### src/rtl/joystick_axis_conditioner_macros.svh
// ---------------------------------------------------------------------------
// Joystick axis conditioner assertion macros
// Shared concurrent assertion forms, clocked on clk and gated by rst_n.
// ---------------------------------------------------------------------------
`ifndef JOYSTICK_AXIS_CONDITIONER_MACROS_SVH
`define JOYSTICK_AXIS_CONDITIONER_MACROS_SVH

// hold in the same cycle
`define JAC_ASSERT_NOW(label, ante, cons, msg) \
    label: assert property (@(posedge clk) disable iff (!rst_n) (ante) |-> (cons)) \
        else $error(msg);

// hold in the next cycle
`define JAC_ASSERT_NEXT(label, ante, cons, msg) \
    label: assert property (@(posedge clk) disable iff (!rst_n) (ante) |=> (cons)) \
        else $error(msg);

`endif

### src/rtl/jac_pkg.sv
// ---------------------------------------------------------------------------
// Joystick axis conditioner package
// Widths, register indexes, control word layout and the sequencer program.
// ---------------------------------------------------------------------------
package jac_pkg;

    localparam int WINDOW     = 5;
    localparam int SAMPLE_W   = 12;
    localparam int SCALE_W    = 10;
    localparam int DEAD_W     = 10;
    localparam int AXIS_W     = 16;
    localparam int CFG_ADDR_W = 2;
    localparam int CFG_DATA_W = 12;
    localparam int IN_TDATA_W  = 16;
    localparam int OUT_TDATA_W = 16;

    localparam int IDX_W = (WINDOW > 1) ? $clog2(WINDOW) : 1;
    localparam int SUM_W = $clog2(WINDOW * ((1 << SAMPLE_W) - 1) + 1);
    localparam int DIV_W = SAMPLE_W + SCALE_W;
    localparam int CNT_W = $clog2(DIV_W + 1);
    localparam int PC_W  = 3;

    // window mean as (sum * MEAN_MULT) >> MEAN_SHIFT, exact over the sum range
    localparam int MEAN_SHIFT = SUM_W + 4;
    localparam int MULT_W     = MEAN_SHIFT + 1;
    localparam logic [MULT_W-1:0] MEAN_MULT = MULT_W'(((1 << MEAN_SHIFT) + WINDOW - 1) / WINDOW);

    localparam logic [CFG_ADDR_W-1:0] REG_CENTER = CFG_ADDR_W'(0);
    localparam logic [CFG_ADDR_W-1:0] REG_SCALE  = CFG_ADDR_W'(1);
    localparam logic [CFG_ADDR_W-1:0] REG_DEAD   = CFG_ADDR_W'(2);

    localparam logic [SAMPLE_W-1:0] CENTER_RESET = SAMPLE_W'(2048);
    localparam logic [SCALE_W-1:0]  SCALE_RESET  = SCALE_W'(255);
    localparam logic [DEAD_W-1:0]   DEAD_RESET   = DEAD_W'(30);

    typedef enum logic [2:0] {
        OP_LOAD,
        OP_MEAN,
        OP_DELTA,
        OP_DIV_SCALE,
        OP_DIV_STEP,
        OP_DEAD,
        OP_SAT,
        OP_EMIT
    } op_t;

    typedef enum logic [1:0] {
        C_NEVER,
        C_NO_INPUT,
        C_DIV_BUSY,
        C_OUT_FULL
    } cond_t;

    typedef struct packed {
        op_t             op;
        cond_t           cond;
        logic [PC_W-1:0] target;
    } uword_t;

    localparam logic [PC_W-1:0] PC_WAIT     = PC_W'(0);
    localparam logic [PC_W-1:0] PC_DIV_SCL  = PC_W'(4);
    localparam logic [PC_W-1:0] PC_EMIT     = PC_W'(7);

    function automatic uword_t ucode(input logic [PC_W-1:0] pc);
        uword_t w;
        w = '{op: OP_LOAD, cond: C_NO_INPUT, target: PC_WAIT};
        case (pc)
            PC_W'(0): w = '{op: OP_LOAD,      cond: C_NO_INPUT, target: PC_WAIT};
            PC_W'(1): w = '{op: OP_MEAN,      cond: C_NEVER,    target: PC_WAIT};
            PC_W'(2): w = '{op: OP_DELTA,     cond: C_NEVER,    target: PC_WAIT};
            PC_W'(3): w = '{op: OP_DIV_SCALE, cond: C_NEVER,    target: PC_WAIT};
            PC_W'(4): w = '{op: OP_DIV_STEP,  cond: C_DIV_BUSY, target: PC_DIV_SCL};
            PC_W'(5): w = '{op: OP_DEAD,      cond: C_NEVER,    target: PC_WAIT};
            PC_W'(6): w = '{op: OP_SAT,       cond: C_NEVER,    target: PC_WAIT};
            PC_W'(7): w = '{op: OP_EMIT,      cond: C_OUT_FULL, target: PC_EMIT};
            default:  w = '{op: OP_LOAD,      cond: C_NO_INPUT, target: PC_WAIT};
        endcase
        return w;
    endfunction

endpackage

### src/rtl/joystick_axis_conditioner.sv
// ---------------------------------------------------------------------------
// Joystick axis conditioner
// Moving average, centring, scaling, dead zone and saturation of one axis.
// ---------------------------------------------------------------------------
// Each input word carries one 12-bit ADC sample and yields one 16-bit signed
// output word. A sample is taken only while the sequencer waits at its first
// step; a word then passes to the output register through one load step,
// the window mean by reciprocal multiplication, centring, divider set-up,
// the bit-serial divider (scaled deflection over the centre), dead zone,
// saturation and the emit step. The emit step holds while the output
// register still holds a word not yet taken. The sequencer returns to its
// first step for the next sample in the cycle after the emit step, so no new
// sample is taken before the last word reaches the output register.
// Configuration: cfg_addr 0 centre, 1 scale, 2 dead zone; other indexes are
// ignored. Write only while no sample is in flight.
`include "joystick_axis_conditioner_macros.svh"

module joystick_axis_conditioner
(
    input  logic                               clk,
    input  logic                               rst_n,
    input  logic                               cfg_we,
    input  logic [jac_pkg::CFG_ADDR_W-1:0]     cfg_addr,
    input  logic [jac_pkg::CFG_DATA_W-1:0]     cfg_wdata,
    input  logic                               s_axis_tvalid,
    output logic                               s_axis_tready,
    input  logic [jac_pkg::IN_TDATA_W-1:0]     s_axis_tdata,  // [11:0] sample
    output logic                               m_axis_tvalid,
    input  logic                               m_axis_tready,
    output logic [jac_pkg::OUT_TDATA_W-1:0]    m_axis_tdata   // [15:0] axis_value
);
    import jac_pkg::*;

    logic [PC_W-1:0]     pc_reg, pc_next;
    logic [SAMPLE_W-1:0] center_reg;
    logic [SCALE_W-1:0]  scale_reg;
    logic [DEAD_W-1:0]   dead_reg;
    logic [SAMPLE_W-1:0] ring_reg [WINDOW];
    logic [SAMPLE_W-1:0] ring_next [WINDOW];
    logic [IDX_W-1:0]    idx_reg, idx_next;
    logic [SUM_W-1:0]    sum_reg, sum_next;
    logic                out_valid_reg, out_valid_next;
    logic [AXIS_W-1:0]   out_data_reg, out_data_next;

    logic [DIV_W-1:0]    quo_reg, quo_next;
    logic [SAMPLE_W-1:0] rem_reg, rem_next;
    logic [SAMPLE_W-1:0] dvs_reg, dvs_next;
    logic [CNT_W-1:0]    cnt_reg, cnt_next;
    logic [SAMPLE_W-1:0] mag_reg, mag_next;
    logic                neg_reg, neg_next;
    logic [AXIS_W-1:0]   res_reg, res_next;

    uword_t              uw;
    logic                jump;
    logic                out_full;
    logic [SAMPLE_W-1:0] sample;
    logic [SAMPLE_W:0]   trial;
    logic [SAMPLE_W+1:0] diff;
    logic                ge;
    logic [SAMPLE_W:0]   delta;
    logic [SAMPLE_W:0]   delta_neg;
    logic [DIV_W-1:0]    qd;
    logic [SUM_W+MULT_W-1:0] mean_prod;
    logic [SUM_W-1:0]    ring_total;

    assign uw       = ucode(pc_reg);
    assign out_full = out_valid_reg && !m_axis_tready;
    assign sample   = s_axis_tdata[SAMPLE_W-1:0];

    assign s_axis_tready = (uw.op == OP_LOAD);
    assign m_axis_tvalid = out_valid_reg;
    assign m_axis_tdata  = out_data_reg;

    assign trial     = {rem_reg, quo_reg[DIV_W-1]};
    assign diff      = {1'b0, trial} - {2'b00, dvs_reg};
    assign ge        = !diff[SAMPLE_W+1];
    assign delta     = {1'b0, quo_reg[SAMPLE_W-1:0]} - {1'b0, center_reg};
    assign delta_neg = (SAMPLE_W+1)'(0) - delta;
    assign qd        = (quo_reg < DIV_W'(dead_reg)) ? '0 : quo_reg;
    assign mean_prod = (SUM_W+MULT_W)'(sum_reg) * (SUM_W+MULT_W)'(MEAN_MULT);

    always_comb
    begin
        case (uw.cond)
            C_NEVER:    jump = 1'b0;
            C_NO_INPUT: jump = !s_axis_tvalid;
            C_DIV_BUSY: jump = (cnt_reg != CNT_W'(1));
            C_OUT_FULL: jump = out_full;
            default:    jump = 1'b0;
        endcase
    end

    always_comb
    begin
        pc_next        = jump ? uw.target : pc_reg + PC_W'(1);
        ring_next      = ring_reg;
        idx_next       = idx_reg;
        sum_next       = sum_reg;
        quo_next       = quo_reg;
        rem_next       = rem_reg;
        dvs_next       = dvs_reg;
        cnt_next       = cnt_reg;
        mag_next       = mag_reg;
        neg_next       = neg_reg;
        res_next       = res_reg;
        out_valid_next = out_valid_reg && !m_axis_tready;
        out_data_next  = out_data_reg;
        case (uw.op)
            OP_LOAD:
            begin
                if (s_axis_tvalid)
                begin
                    sum_next           = sum_reg - SUM_W'(ring_reg[idx_reg]) + SUM_W'(sample);
                    ring_next[idx_reg] = sample;
                    idx_next           = (idx_reg == IDX_W'(WINDOW - 1)) ? '0
                                                                          : idx_reg + IDX_W'(1);
                end
            end
            OP_MEAN:
            begin
                quo_next = DIV_W'(mean_prod[SUM_W+MULT_W-1:MEAN_SHIFT]);
            end
            OP_DIV_STEP:
            begin
                rem_next = ge ? diff[SAMPLE_W-1:0] : trial[SAMPLE_W-1:0];
                quo_next = {quo_reg[DIV_W-2:0], ge};
                cnt_next = cnt_reg - CNT_W'(1);
            end
            OP_DELTA:
            begin
                neg_next = delta[SAMPLE_W];
                mag_next = delta[SAMPLE_W] ? delta_neg[SAMPLE_W-1:0] : delta[SAMPLE_W-1:0];
            end
            OP_DIV_SCALE:
            begin
                quo_next = DIV_W'(mag_reg) * DIV_W'(scale_reg);
                rem_next = '0;
                dvs_next = (center_reg == '0) ? SAMPLE_W'(1) : center_reg;
                cnt_next = CNT_W'(DIV_W);
            end
            OP_DEAD:
            begin
                quo_next = qd;
            end
            OP_SAT:
            begin
                if (neg_reg)
                begin
                    res_next = (quo_reg > DIV_W'(32767)) ? AXIS_W'(16'h7fff)
                                                          : quo_reg[AXIS_W-1:0];
                end
                else
                begin
                    res_next = (quo_reg > DIV_W'(32768)) ? AXIS_W'(16'h8000)
                                                          : AXIS_W'(0) - quo_reg[AXIS_W-1:0];
                end
            end
            OP_EMIT:
            begin
                if (!out_full)
                begin
                    out_valid_next = 1'b1;
                    out_data_next  = res_reg;
                end
            end
            default:
            begin
                pc_next = pc_reg;
            end
        endcase
    end

    always_ff @(posedge clk or negedge rst_n)
    begin
        if (!rst_n)
        begin
            pc_reg        <= PC_WAIT;
            center_reg    <= CENTER_RESET;
            scale_reg     <= SCALE_RESET;
            dead_reg      <= DEAD_RESET;
            ring_reg      <= '{default: '0};
            idx_reg       <= '0;
            sum_reg       <= '0;
            out_valid_reg <= 1'b0;
        end
        else
        begin
            pc_reg        <= pc_next;
            ring_reg      <= ring_next;
            idx_reg       <= idx_next;
            sum_reg       <= sum_next;
            out_valid_reg <= out_valid_next;
            if (cfg_we)
            begin
                case (cfg_addr)
                    REG_CENTER: center_reg <= cfg_wdata[SAMPLE_W-1:0];
                    REG_SCALE:  scale_reg  <= cfg_wdata[SCALE_W-1:0];
                    REG_DEAD:   dead_reg   <= cfg_wdata[DEAD_W-1:0];
                    default:    center_reg <= center_reg;
                endcase
            end
        end
    end

    always_ff @(posedge clk)
    begin
        quo_reg      <= quo_next;
        rem_reg      <= rem_next;
        dvs_reg      <= dvs_next;
        cnt_reg      <= cnt_next;
        mag_reg      <= mag_next;
        neg_reg      <= neg_next;
        res_reg      <= res_next;
        out_data_reg <= out_data_next;
    end

    always_comb
    begin
        ring_total = '0;
        for (int i = 0; i < WINDOW; i++)
        begin
            ring_total = ring_total + SUM_W'(ring_reg[i]);
        end
    end

    `JAC_ASSERT_NOW(a_sum_tracks_ring, 1'b1, sum_reg == ring_total,
        "running sum differs from ring contents")
    `JAC_ASSERT_NOW(a_index_in_range, 1'b1, idx_reg <= IDX_W'(WINDOW - 1),
        "ring index beyond window")
    `JAC_ASSERT_NOW(a_div_remainder, uw.op == OP_DIV_STEP, rem_reg < dvs_reg,
        "divider remainder not below divisor")
    `JAC_ASSERT_NEXT(a_emit_loads, uw.op == OP_EMIT && !out_full, m_axis_tvalid,
        "emit step did not load the output register")

endmodule
### config.mk
export PLATFORM = sky130hd
export DESIGN_NAME = joystick_axis_conditioner
export DESIGN_NICKNAME = d
export VERILOG_FILES = /design/src/rtl/jac_pkg.sv /design/src/rtl/joystick_axis_conditioner.sv
export VERILOG_INCLUDE_DIRS = /design/src /design/src/rtl
export SDC_FILE = /design/constraint.sdc
export NUM_CORES = 1
export LEC_CHECK = 0
export CORE_MARGIN = 3
export CORE_UTILIZATION = 55
export CTS_CLUSTER_DIAMETER = 100
export CTS_CLUSTER_SIZE = 8
export DETAILED_ROUTE_END_ITERATION = 7
export DONT_BUFFER_PORTS = 1
export PLACE_DENSITY = 0.85
export SYNTH_ARGS = -nofsm -noshare
export SYNTH_HDL_FRONTEND = slang
export SYNTH_SLANG_ARGS = --single-unit
### constraint.sdc
create_clock -name clk -period 5.16 [get_ports clk]
set_clock_uncertainty 0.05 [all_clocks]
set_input_delay 0.774 -clock clk [delete_from_list [all_inputs] [get_ports clk]]
set_output_delay 0.774 -clock clk [all_outputs]
set_load 0.005 [all_outputs]
; Word-level counts from Yosys, hierarchy flattened
; Memories as Yosys holds them, arrays and structs flattened.
; Cells that the tools add are included.
[word_totals]
register_bits = 210
romBits = 64
in_bits = 35
output_inout_bits = 18
word_cells = 90
memories = 1
[classes]
add_sub_neg = 9
mul = 2
order_cmp = 5
n_eq_ne = 15
n_mux = 19
n_bitwise = 2
n_reduce_logical = 17
[memory_table]
columns = memory, words, width, read_ports, rd_clocked_by_memory_dff, wr, line
row1 = (no name shown), 8, 8, 1, 0, 0, jac_pkg.sv:67  ; case (pc)
[ops]
columns = op, n
row1 = $pmux 22 s4, 1
row2 = $bwmux 60, 1
row3 = $mux 12, 5
row4 = $mux 16, 3
row5 = $bmux 12 s3, 1
row6 = $demux 12 s3, 1
row7 = $mul 15x16->31 const B, 1
row8 = $pmux 12 s2, 1
row9 = $gt 22x15->1 const B, 1
row10 = $gt 22x16->1 const B, 1
row11 = $lt 22x10->1, 1
row12 = $mul 12x10->22, 1
row13 = $mux 22, 1
row14 = $sub 1x16->16 const A, 1
row15 = $add 15x12->15, 1
row16 = $eq 3x3->1 const B, 5
row17 = $sub 15x12->15, 1
row18 = $sub 13x12->14, 1
row19 = $sub 12x12->13, 1
row20 = $logic_not 12->1, 1
row21 = $reduce_and 2->1, 6
row22 = $sub 1x12->12 const A, 1
row23 = $pmux 5 s2, 1
row24 = $add 3x1->3 const B, 2
row25 = 20 further kinds, 29

; Depth between registers and ports, before layout
[depth]
word_depth = 6
ltp_mapped = 21
mapped_depth_nobuf = 20

; Least setup slack after synthesis
; No wires, ideal clock.
[synth_path]
kind = reg2reg
start = reg scale_reg[3]
end = reg quo_reg[20], data pin
setup_ns = 0.257
t_arrival_ns = 5.366
slack_ns = -0.513
stages_incl_launch_ff = 19
path_buffers = 1
cell_sequence = dfstp_2 > clkbuf_1 > nand2_1 > fa_1 > inv_1 > fa_1 > fa_1 > fa_1 > inv_1 > fa_1 > inv_1 > ha_1 > a21o_1 > a21o_1 > a21o_1 > o31ai_2 > a31oi_1 > or3_1 > a32o_1
[synth_between]
elab_chain_cells = 2
[synth_rtl]
columns = item, line
row1 = from (decl), joystick_axis_conditioner.sv:36  ; logic [SCALE_W-1:0] scale_reg;
row2 = from (signal assigned), joystick_axis_conditioner.sv:197  ; REG_SCALE: scale_reg <= cfg_wdata[SCALE_W-1:0];
row3 = $mul 12x10->22, joystick_axis_conditioner.sv:136  ; quo_next = DIV_W'(mag_reg) * DIV_W'(scale_reg);
row4 = $pmux 22 s4, joystick_axis_conditioner.sv:108  ; case (uw.op)
row5 = to (signal assigned), joystick_axis_conditioner.sv:207  ; quo_reg <= quo_next;
row6 = to (decl), joystick_axis_conditioner.sv:45  ; logic [DIV_W-1:0] quo_reg, quo_next;
; No other way between the ends.
; A chain may end at the register's enable or synchronous reset.

; Final worst setup path
[layout_path]
start = reg scale_reg[1]
end = reg quo_reg[20], data pin
; The elaborated chain is that of the path after synthesis.

==> qor.csv <==
stage;metric;value;unit
floorplan;starting density of the core;56.4;%
timing;fin crit share;108;%
worst_setup_path;CP endpoint kind;flop;
flow_run;Max-Cap Viols;0;
layout;most frequent cells in the layout;291 x inv_1, 198 x nand2_1, 198 x ha_1;
timing;setup_tns;-4.20;ns
drt;wire per inst;20.6;um
place;GP Congestion;0.942;
outcome;status;finished with violations;
global_routing;Tot GR Track Use;27.7;%
outcome;violated checks;setup timing;
layout;layout cell share with drive strength beyond 1;19.8;%
synth;Synth Net Count;2366;
global_routing;grt ovf;0;
drt;detailed-route DRC error count;0;
timing;# setup viols final;21;
worst_setup_path;Worst Reg-to-Reg Cells;20;
synth;sequential element share of the synthesized area;30.1;%
timing;max-slew violations;0;
timing;Fmax;179;MHz
drt;WL final;52.6;mm
hold_path;Hold Crit Class;input pin to async pin;
clocking;TritonCTS clock tree;yes;
clocking;maximum buffer depth of the clock tree;3;
worst_setup_path;Reg-to-Reg End;quo_reg[20];
layout;max reg flops;60;
floorplan;die width;192;um
clocking;Root Driver;clkbuf_16;
layout;most common cell after layout, fill and taps aside;inv_1;
floorplan;Rows;67;
synth;Post-synth EDFFs;96;
global_routing;antenna violations before repair;2;
place;DPL Wire Length;36.5;mm
place;# port buffers;0;
worst_setup_path;Critical Path Start Type;flop;
worst_setup_path;CP required;5.45;ns
synth;Async SR Flop Fraction;54.3;%
synth;Synth Cell Area;19100;sq um
clocking;number of buffers created by CTS;30;
timing;final hold vios;0;
clocking;clk_lat worst skew;0.58;ns
worst_setup_path;Reg-to-Reg Start;scale_reg[1];
worst_setup_path;Worst EP arrival;5.86;ns
floorplan;Ports;53;
drt;remaining antenna violation count;0;
synth;post-synthesis sequential element count;210;
timing;worst-margin pin slew;1.15;ns
global_routing;largest net degree at the start of global routing;114;
drt;initial DRC count;1180;
clocking;Clk pin slew, worst setup/hold paths;0.06;ns
drt;DR pass1 iterations;5;
floorplan;Die Area;37000;sq um
floorplan;die height;192;um
synth;Post-Syn Area per Cell;9.80;sq um
synth;Synth Warn #;0;
drt;vias after detailed routing;15300;
synth;Top FF cell, synth;dfrtp_1;
worst_setup_path;CP Class;flop to flop;
drt;Vias/cell;5.99;
synth;Cells after Synth;1951;
global_routing;vias in the first global route;15800;
timing;minimum clock period;5.58;ns
layout;Layout Area Growth over Synthesis;17.8;%
clocking;htree depth;1;
layout;nets;2500;
timing;RSZ-0062 raised after global routing;yes;
timing;Slew HR;23.2;%
synth;post-synthesis cell type count;81;
floorplan;Core Area;33900;sq um
global_routing;first-pass GRT wire length;80.8;mm
timing;post-layout worst setup margin;-0.415;ns
clocking;CTS sink count;210;
worst_setup_path;CP max FO;4;
worst_setup_path;reg2reg setup slack;-0.42;ns
-- layer usage --
layer	GRT usage [%]	up-vias	share of wire, %
li1	-	6864	-
met2	49.8	704	51
met4	11.0	2	5.3
met5	0	-	0.030
met3	5.01	215	7.2
met1	32.7	7500	36
-- timing repair --
action | CTS | global route
setup buffers | 25 | 18
hold buffers | 2 | 0
hold endpoints to repair | 113 | 0
cloned | 0 | 0
gates resized for setup | 84 | 81
setup endpoints to repair | 21 | 22
pin swaps | 55 | 70
-- cell type report --
type	instances	area, sq um
Inverter	317	1190
Fill cell	2335	11400
Sequential cell	210	5760
Clock inverter	2	35.0
Multi-Input combinational cell	1346	12700
Clock buffer	47	825
Antenna cell	1	2.50
Tap cell	448	561
Timing Repair Buffer	180	1490
-- worst max-delay path, stage by stage, from the launching register on --
cell and delay (ns):
dfstp_2 0.58, buf_12 0.13, nand2_4 0.05, fa_1 0.49, inv_2 0.04, fa_1 0.53, inv_2 0.06, fa_1 0.52
inv_2 0.04, fa_1 0.52, inv_2 0.04, fa_2 0.53, inv_2 0.04, ha_4 0.14, a21o_1 0.15, a21o_1 0.20
a21o_1 0.23, o31ai_4 0.27, a31oi_1 0.14, or3_1 0.33, a32o_1 0.25
-- worst max path at each step --
stage / start / endpoint / slack [ns] / depth (start not counted)
after global routing: scale_reg[1] / quo_reg[20] / -0.55 / 20
after detailed placement: scale_reg[7] / quo_reg[20] / -0.52 / 17
after global placement: scale_reg[7] / quo_reg[20] / -0.33 / 17
after CTS: scale_reg[1] / quo_reg[20] / -0.30 / 17
after floorplan: scale_reg[1] / quo_reg[20] / -0.13 / 18
final: scale_reg[1] / quo_reg[20] / -0.42 / 20
-- stage by stage --
| step | setup WS, ns | utilization (%) | cells | cell area [sq um] | hold WS, ns |
|---|---|---|---|---|---|
| 2_1_floorplan | -0.131 | - | 1951 | 19300 | 0.350 |
| 3_5_place_dp | -0.517 | 60.6 | 2459 | 20500 | 0.358 |
| 4_1_cts | -0.296 | 65.1 | 2535 | 22000 | 0.134 |
| 3_3_place_gp | -0.327 | 60.6 | 2459 | 20500 | 0.350 |
| 6_report | -0.415 | 66.5 | 2551 | 22500 | 0.126 |
| 5_1_grt | -0.546 | 66.5 | 2551 | 22500 | 0.153 |
-- synthesized netlist by cell type, types with 28 or more instances --
master,count,share of area (%)
xnor2_1,46,2.1
edfxtp_1,96,15
inv_1,316,6.2
a21oi_1,68,1.8
a21o_1,29,1.1
o21ai_0,139,3.6
nor2_1,62,1.2
ha_1,229,15
nand2_1,211,4.1
and2_1,59,1.9
nand3_1,28,0.73
clkbuf_1,67,1.3
dfrtp_1,101,13
fa_1,151,16
-- kinds of logic after synthesis --
kind of cell / synth area share [%]
AOI/OAI and AO/OA: 13.2
xor gates and xnor gates: 2.89
DFF: 30.1
buffers and inverters: 7.89
adders and majority gates: 30.8
muxes: 3.31
and+or+nand+nor: 11.8
Power is left out: the tool's default activity adds up to more than one toggle a clock period on the data nets, which glitch-free logic cannot reach.
